`config.mk`:
```
export PLATFORM = sky130hd
export DESIGN_NAME = sac_core
export DESIGN_NICKNAME = d
export VERILOG_FILES = /design/src/sv/sac_pkg.sv /design/src/sv/sac_core.sv
export SDC_FILE = /design/constraint.sdc
export NUM_CORES = 1
export LEC_CHECK = 0
export BUFFER_PORTS_ARGS = -buffer_cell sky130_fd_sc_hd__buf_2
export CAP_MARGIN = 20
export CORE_ASPECT_RATIO = 0.75
export CORE_MARGIN = 2
export CORE_UTILIZATION = 55
export DETAILED_ROUTE_END_ITERATION = 16
export HOLD_SLACK_MARGIN = 0.05
export PLACE_DENSITY = 0.88
export SLEW_MARGIN = 5
export SYNTH_ARGS = -nofsm -noshare
export SYNTH_HDL_FRONTEND = slang
export SYNTH_SLANG_ARGS = --single-unit
```
`constraint.sdc`:
```
create_clock -name clk -period 9 [get_ports clk]
set_input_delay 0.45 -clock clk [delete_from_list [all_inputs] [get_ports clk]]
set_output_delay 0.45 -clock clk [all_outputs]
set_load 0.05 [all_outputs]
```
`src/sv/sac_pkg.sv`:
```
// Package: shared types, codes and constants of the servo ack frame checker.
package sac_pkg;

  // Input function codes
  localparam logic [1:0] FUNC_START = 2'd0;
  localparam logic [1:0] FUNC_BYTE  = 2'd1;

  // Result kinds
  localparam logic OUT_PAYLOAD = 1'b0;
  localparam logic OUT_STATUS  = 1'b1;

  // Frame status codes
  localparam logic [3:0] ST_OK          = 4'd0;
  localparam logic [3:0] ST_HDR_TIMEOUT = 4'd1;
  localparam logic [3:0] ST_BYTE1       = 4'd2;
  localparam logic [3:0] ST_BYTE2       = 4'd3;
  localparam logic [3:0] ST_ID          = 4'd4;
  localparam logic [3:0] ST_CMD         = 4'd5;
  localparam logic [3:0] ST_SIZE        = 4'd6;
  localparam logic [3:0] ST_D1_TIMEOUT  = 4'd7;
  localparam logic [3:0] ST_D2_TIMEOUT  = 4'd8;
  localparam logic [3:0] ST_CHK1        = 4'd9;
  localparam logic [3:0] ST_CHK2        = 4'd10;

  // Configuration register indexes
  localparam int CFG_IDX_W = 3;
  localparam logic [CFG_IDX_W-1:0] CFG_SERVO_ID    = 3'd0;
  localparam logic [CFG_IDX_W-1:0] CFG_REQUEST_CMD = 3'd1;
  localparam logic [CFG_IDX_W-1:0] CFG_FIRST_LEN   = 3'd2;
  localparam logic [CFG_IDX_W-1:0] CFG_SECOND_LEN  = 3'd3;
  localparam logic [CFG_IDX_W-1:0] CFG_SHORT_TO    = 3'd4;
  localparam logic [CFG_IDX_W-1:0] CFG_LONG_TO     = 3'd5;
  localparam int CFG_DATA_W = 16;

  // Frame constants
  localparam logic [7:0]  SYNC_BYTE     = 8'hFF;
  localparam logic [7:0]  ACK_FLAG      = 8'h40;
  localparam logic [7:0]  CHK_MASK      = 8'hFE;
  localparam logic [7:0]  HDR_BYTES     = 8'd7;
  localparam int          HDR_LEN       = 7;
  localparam logic [15:0] SHORT_TO_RST  = 16'd20;
  localparam logic [15:0] LONG_TO_RST   = 16'd1000;

  // Result queue depth
  localparam int QDEPTH = 4;

  typedef struct packed {
    logic [7:0]  servo_id;
    logic [7:0]  request_cmd;
    logic [7:0]  first_len;
    logic [7:0]  second_len;
    logic [15:0] short_to;
    logic [15:0] long_to;
  } cfg_t;

  typedef struct packed {
    logic       out_kind;
    logic [7:0] payload_byte;
    logic       payload_part;
    logic [7:0] payload_index;
    logic [3:0] status;
    logic       last;
  } res_t;

  function automatic res_t mk_status(input logic [3:0] st);
    res_t r;
    r = '0;
    r.out_kind = OUT_STATUS;
    r.status   = st;
    r.last     = 1'b1;
    return r;
  endfunction

  function automatic res_t mk_payload(input logic [7:0] b, input logic part,
                                      input logic [7:0] idx);
    res_t r;
    r = '0;
    r.out_kind      = OUT_PAYLOAD;
    r.payload_byte  = b;
    r.payload_part  = part;
    r.payload_index = idx;
    r.last          = 1'b1;
    return r;
  endfunction

endpackage

```
`src/sv/sac_core.sv`:
```
// Frame checker core: phase tracking, header checks, checksum and timeouts.
module sac_core
  import sac_pkg::*;
(
  input  logic       clk,
  input  logic       rst,
  input  cfg_t       cfg,
  input  logic       accept,
  input  logic [1:0] func,
  input  logic [7:0] rx_byte,
  output logic       push0,
  output logic       push1,
  output res_t       res0,
  output res_t       res1
);

  typedef enum logic [1:0] {
    PH_IDLE,
    PH_HEADER,
    PH_DATA1,
    PH_DATA2
  } phase_t;

  phase_t      phase, phase_next;
  logic [7:0]  byte_count, byte_count_next;
  logic [7:0]  running_xor, running_xor_next;
  logic [15:0] tick_count, tick_count_next;
  logic [7:0]  hdr [HDR_LEN];
  logic        hdr_we;

  logic [7:0]  ack_cmd, frame_size, hdr_xor, data_xor, part_len, count_inc;
  logic [15:0] limit, tick_inc;

  function automatic logic [3:0] chk_status(input logic [7:0] h5, input logic [7:0] h6,
                                            input logic [7:0] x);
    logic [3:0] st;
    st = ST_OK;
    if (h5 != (x & CHK_MASK)) st = ST_CHK1;
    else if (h6 != (~x & CHK_MASK)) st = ST_CHK2;
    return st;
  endfunction

  assign ack_cmd    = cfg.request_cmd | ACK_FLAG;
  assign frame_size = HDR_BYTES + cfg.first_len + cfg.second_len;
  assign hdr_xor    = frame_size ^ cfg.servo_id ^ ack_cmd;
  assign data_xor   = running_xor ^ rx_byte;
  assign part_len   = (phase == PH_DATA2) ? cfg.second_len : cfg.first_len;
  assign count_inc  = (byte_count != 8'hFF) ? byte_count + 8'd1 : byte_count;
  assign tick_inc   = (tick_count != 16'hFFFF) ? tick_count + 16'd1 : tick_count;

  always_comb begin
    if (phase == PH_DATA2) limit = cfg.long_to;
    else limit = cfg.short_to;
    if (limit == '0) limit = 16'd1;
  end

  always_comb begin
    phase_next       = phase;
    byte_count_next  = byte_count;
    running_xor_next = running_xor;
    tick_count_next  = tick_count;
    hdr_we           = 1'b0;
    push0            = 1'b0;
    push1            = 1'b0;
    res0             = '0;
    res1             = '0;
    if (accept) begin
      case (func)
        FUNC_START: begin
          phase_next       = PH_HEADER;
          byte_count_next  = '0;
          tick_count_next  = '0;
          running_xor_next = '0;
        end
        FUNC_BYTE: begin
          case (phase)
            PH_HEADER: begin
              hdr_we          = 1'b1;
              byte_count_next = byte_count + 8'd1;
              if (byte_count == HDR_BYTES - 8'd1) begin
                push0      = 1'b1;
                phase_next = PH_IDLE;
                if (hdr[0] != SYNC_BYTE) res0 = mk_status(ST_BYTE1);
                else if (hdr[1] != SYNC_BYTE) res0 = mk_status(ST_BYTE2);
                else if (hdr[3] != cfg.servo_id) res0 = mk_status(ST_ID);
                else if (hdr[4] != ack_cmd) res0 = mk_status(ST_CMD);
                else if (hdr[2] != frame_size) res0 = mk_status(ST_SIZE);
                else begin
                  running_xor_next = hdr_xor;
                  if (cfg.first_len != '0) begin
                    push0           = 1'b0;
                    phase_next      = PH_DATA1;
                    byte_count_next = '0;
                    tick_count_next = '0;
                  end else if (cfg.second_len != '0) begin
                    push0           = 1'b0;
                    phase_next      = PH_DATA2;
                    byte_count_next = '0;
                    tick_count_next = '0;
                  end else begin
                    // byte 6 is the one arriving now
                    res0 = mk_status(chk_status(hdr[5], rx_byte, hdr_xor));
                  end
                end
              end
            end
            PH_DATA1, PH_DATA2: begin
              push0            = 1'b1;
              res0             = mk_payload(rx_byte, phase == PH_DATA2, byte_count);
              running_xor_next = data_xor;
              byte_count_next  = count_inc;
              if (count_inc >= part_len) begin
                if (phase == PH_DATA1 && cfg.second_len != '0) begin
                  phase_next      = PH_DATA2;
                  byte_count_next = '0;
                  tick_count_next = '0;
                end else begin
                  res0.last  = 1'b0;
                  push1      = 1'b1;
                  res1       = mk_status(chk_status(hdr[5], hdr[6], data_xor));
                  phase_next = PH_IDLE;
                end
              end
            end
            default: ;
          endcase
        end
        default: begin
          // millisecond tick
          if (phase != PH_IDLE) begin
            tick_count_next = tick_inc;
            if (tick_inc >= limit) begin
              push0      = 1'b1;
              phase_next = PH_IDLE;
              case (phase)
                PH_HEADER: res0 = mk_status(ST_HDR_TIMEOUT);
                PH_DATA1:  res0 = mk_status(ST_D1_TIMEOUT);
                default:   res0 = mk_status(ST_D2_TIMEOUT);
              endcase
            end
          end
        end
      endcase
    end
  end

  always_ff @(posedge clk) begin
    if (rst) begin
      phase       <= PH_IDLE;
      byte_count  <= '0;
      running_xor <= '0;
      tick_count  <= '0;
    end else begin
      phase       <= phase_next;
      byte_count  <= byte_count_next;
      running_xor <= running_xor_next;
      tick_count  <= tick_count_next;
    end
  end

  always_ff @(posedge clk) begin
    if (hdr_we) hdr[byte_count[2:0]] <= rx_byte;
  end

`ifndef SYNTHESIS
  a_pair_order: assert property (@(posedge clk) disable iff (rst)
    push1 |-> push0 && !res0.last && res0.out_kind == OUT_PAYLOAD
              && res1.out_kind == OUT_STATUS)
    else $error("second result not a status after a payload");

  a_status_ends_frame: assert property (@(posedge clk) disable iff (rst)
    (push0 && res0.out_kind == OUT_STATUS) || push1 |=> phase == PH_IDLE)
    else $error("status given but frame still active");

  a_idle_silent: assert property (@(posedge clk) disable iff (rst)
    phase == PH_IDLE && func != FUNC_START |-> !push0)
    else $error("result produced while idle");
`endif

endmodule

```
; Word level (Yosys, flattened, before mapping)
; Memory sizes are Yosys's and may differ from the RTL's.
; Cells that the tools add are included.
[op_classes]
n_eq_ne = 26
n_addsub = 4
bitwise = 5
n_reduce_logical = 14
n_mux = 100
n_lt_le_gt_ge = 2
[op_table]
columns = op, count
row1 = $mux W23, 16
row2 = $mux W16, 14
row3 = $mux W8, 18
row4 = $pmux W23 S2, 2
row5 = $pmux W16 S2, 2
row6 = $pmux W8 S2, 4
row7 = $ne A8 B8 Y1, 7
row8 = $mux W2, 12
row9 = $ne A3 B3 Y1 const B, 8
row10 = $ne A8 B8 Y1 const B, 3
row11 = $xor A8 B8 Y8, 3
row12 = $mux W1, 23
row13 = $add A16 B1 Y16 const B, 1
row14 = $ge A16 B16 Y1, 1
row15 = $logic_not A16 Y1, 1
row16 = $mux W4, 4
row17 = $ne A16 B16 Y1 const B, 1
row18 = $not A8 Y8, 2
row19 = $reduce_bool A8 Y1, 2
row20 = $reduce_and A12 Y1, 1
row21 = $pmux W5 S2, 1
row22 = $reduce_and A9 Y1, 1
row23 = $add A3 B8 Y8 const A, 1
row24 = $add A8 B1 Y8 const B, 1
row25 = other kinds (16), 22
[totals]
mem_count = 1
word_cells = 156
register_bits = 34
out_inout_bits = 48
input_bits = 77
ramBits = 56
[memory_table]
columns = name, words, width, read_ports, rd_ports_with_merged_regs, write_ports, line
row1 = hdr, 7, 8, 7, 0, 1, sac_core.sv:28  ; logic [7:0] hdr [HDR_LEN];

; Longest topological paths before layout
[depth]
word_depth = 19
depth_mapped = 18
ltp_nobuf = 16

; Least setup slack after synthesis
; OpenSTA, ideal clock, no wires.
[synth_path]
kind = reg2out
startpoint = register phase[1]
endpoint = output port res1[2] (netlist name)
t_arrival_ps = 5083
stages_incl_launch_ff = 15
setup_slack_ps = 3467
cell_sequence = dfxtp_1 -> ha_1 -> clkbuf_1 -> clkbuf_1 -> buf_1 -> o21ai_0 -> ha_1 -> nand2b_1 -> a21o_1 -> a21oi_1 -> o21ai_0 -> a21oi_1 -> nor3_1 -> o21ai_0 -> nor2_1
[synth_lines]
columns = item, line
row1 = from (decl), sac_core.sv:24  ; phase_t phase, phase_next;
row2 = from (signal assigned), sac_core.sv:154  ; phase <= phase_next;
row3 = to (decl), sac_core.sv:14  ; output res_t res1

==> metrics.md <==
| Metric | Value |
|---|---|
| Power share of the clock group | 0.366 |
| Dpl ws | ~3.6 ns |
| Yosys cell types | between 60 and 70 |
| WP data required | 8.55 ns |
| RSZ-0062 raised after global routing | no |
| WL final | about 19,000 um |
| Worst-Margin Slew | about 1.1 ns |
| Number of core rows | 34 |
| Final setup margin | ~3.1 ns |
| LEAKAGE | between 3 and 4 nW |
| GRT Total Usage | 0.280 |
| Clock transition at path regs | around 0.080 ns |
| Slew Limit Headroom | 0.250 |
| Final min period | ~5.9 ns |
| CTS tree | built |
| Max Transition Viols Final | 0 |
| YS warnings | 0 |
| Ys async rst share | 0 |
| Die ar. | 0.0130 mm2 |
| Hold Buf Count CTS | 0 |
| Clock Tree Buf Depth | 2 |
| Maximum vdd ir drop | 0.0000863 V |
| Antenna Nets Post-Route | 0 |
| DR vias | just over 6,000 |
| F_max | approximately 170 MHz |
| DRC Markers | 0 |
| Clock latency on the worst-skew pair | between 0.3 and 0.4 ns |
| CP max stage delay | between 0.9 and 1 ns |
| CP cell instances | ha_1, buf_4, mux2i_1, nand4_1, or4_1, nand2_1, ha_1, nand2b_1, a21o_1, a21oi_1, o21ai_0, a31oi_1, or4_1, o22ai_1, buf_2 |
| Yosys top cell by area | edfxtp_1 |
| Hold Path Depth | 1 |
| Mapped Cells | between 700 and 800 |
| CTS buffer count | 9 |
| CTS sink cnt | roughly 90 |
| Htree depth | 3 |
| FF-to-FF setup slack | 3.55 ns |
| Yosys reg bits | 89 |
| Gp weighted congestion | 0.952 |
| Ports | 125 |
| Final HPWL DP | between 10,000 and 15,000 um |
| Non-filler instance count after layout | just under 1,000 |
| Die span in y | just under 100 um |
| Die width | around 130 um |
| Hold Vio Cnt, Final | 0 |
| Slowest cell on the critical path | a31oi_1 |
| Total power | ~1.0 mW |
| Tcrit/Tclk final | 0.654 |
| Root Driver | clkbuf_16 |
| Critical path type | flip-flop to primary output |
| Finished Core Util | 0.646 |
| Iteration-0 DRC Markers | 774 |
| Run status | finished, final reports clean |
| Psw | approximately 320 uW |
| Post-CTS Setup Inserts | 0 |
| Top delay family on crit path | compound AO/OA/AOI/OAI gates |
| Core area | around 0.012 mm2 |
| I/O Buffers | approximately 110 |
| CP Capture Type | primary output |
| Initial core utilization | 0.571 |
| Signal arrival time at the worst endpoint | between 5 and 6 ns |
| Largest net degree at the start of global routing | 27 |
| Gate power share | 0.217 |
| Reg2reg path depth | 15 |
| Setup violators final | 0 |
| Synth-to-Final Area Change | 13.1% |
| Final #Nets | 918 |
| Vias per inst | approximately 6.3 |
| Synth Cell Area | around 0.0067 mm2 |
| Initial antenna violation count | 1 |
| Flop pwr share | 0.417 |
| Yosys top cell area share | 0.252 |
| Crit start category | flip-flop |
| Top FF cell, synth | edfxtp_1 |
| Switch share | 0.310 |
| Crit. path cell count | 15 |
| Placed Cells | between 900 and 1,000 |
| # resized after CTS | 0 |
| First-pass GRT wire length | 28,600 um |
| Max_cap viols | 0 |
| Vias in the first global route | 5,404 |
| Total grt overflow | 0 |
| Min-Delay Path Class | input port to flip-flop |
| Drt pass-1 iters | 6 |
| Post-synth EDFFs | 56 |
| Pint | about 720 uW |
| Main area contributors after synthesis | edfxtp_1 (25%), dfxtp_1 (9.9%), ha_1 (8.4%) |
| Final setup TNS | 0 ns |
| CP Buf/Inv Count | 2 |
| Proportion of layout cells with a drive suffix above 1 | 0.169 |
| Seq/Total Area, Yosys | 0.351 |
| PD cells | between 100 and 150 mW/mm2 |
| Mean Syn Cell Area | between 9 and 10 um2 |
| Drt wl/cell | about 19 um |
| Post-synth top cells | edfxtp_1 (56), nand2_1 (51), xnor2_1 (48) |
| Count leader, synth | edfxtp_1 |
| Worst Skew | about 0.011 ns |
| Critical path peak fanout | 15 |
| Fillers | 905 |
-- final cells by class --
type                       count  area (um2)  share of cell area
multi-input combinational    555        4030               0.534
sequential                    89        2340               0.310
timing repair buffer         107         541              0.0716
clock buffer                   9         225              0.0298
tap                          162         203              0.0268
inverter                      33         124              0.0164
clock inverter                 7        81.3              0.0108
antenna                        1        2.50            0.000331
-- final timing paths --
kind | start | to
worst max-delay path | phase[1] | res0[1]
worst min-delay path | rx_byte[0] | hdr[0][0]
worst max register to register | phase[1] | byte_count[6]
worst min register to register | running_xor[5] | running_xor[5]
-- cell usage in the layout, fill, tap and decap left out, types with 4 or more instances in the layout --
cell	count
and2_1	19
a21oi_1	25
mux2i_1	24
dfxtp_1	33
o32ai_1	6
nor3_1	11
a41oi_1	4
a31oi_1	9
o22ai_1	4
or4_1	5
clkbuf_16	9
or3_1	6
nand3_1	36
nor4_1	9
o21ai_0	21
conb_1	18
a21o_1	10
edfxtp_1	56
o211a_1	8
nand4_1	21
ha_1	45
xor2_1	38
nand2_1	51
buf_2	105
nand2b_1	5
o2111ai_1	4
o211ai_1	5
inv_1	33
o21a_1	6
xnor2_1	48
and3_1	8
xnor3_1	8
a22o_1	10
nor2_1	46
-- logic make-up after synthesis --
family,synth area share
simple gates,0.184
compound gates,0.147
xor+xnor,0.140
flops,0.351
buf+inv,0.0545
fa+ha+maj,0.0873
mux,0.0360
other cells,0.000562
-- through the flow --
stage / instance area (um2) / hold slack [ns]
CTS: 7550 / 0.461
floorplan: 6740 / 0.456
global route: 7550 / 0.464
detailed placement: 7240 / 0.480
finish: 7550 / 0.464
global placement: 7240 / 0.475
-- per-layer routing --
metal / vias to the layer above / routed length [um] / track usage
li1: 2741 / - / -
met1: 2755 / 7940 / 0.412
met2: 481 / 7620 / 0.406
met3: 59 / 2550 / 0.0678
met4: 0 / 583 / 0.0953
met5: - / 0 / 0
-- worst register-to-register path, stage by stage (launching register included) --
cell	delay, ns
dfxtp_1	0.45
ha_1	0.78
buf_4	0.39
mux2i_1	0.34
nand4_1	0.12
or4_1	0.47
nand2_1	0.11
ha_1	0.23
nand2b_1	0.14
a21o_1	0.17
a21oi_1	0.15
o21ai_0	0.16
a31oi_1	0.93
o2111ai_1	0.49
a31oi_1	0.31
a211oi_1	0.08
-- sequential cells by signal, summed over array words and instances (netlist names) --
register	cells
hdr	56
tick_count	16
byte_count	8
running_xor	7
phase	2
-- power by group through the flow --
stage | sequential, mW | clock, mW | combinational [mW]
floorplan | 0.444 | 0 | 0.160
global placement | 0.444 | 0 | 0.211
detailed placement | 0.444 | 0 | 0.218
CTS | 0.435 | 0.384 | 0.220
global route | 0.435 | 0.399 | 0.239
finish | 0.435 | 0.382 | 0.227
Power figures use the tool's default switching activity.
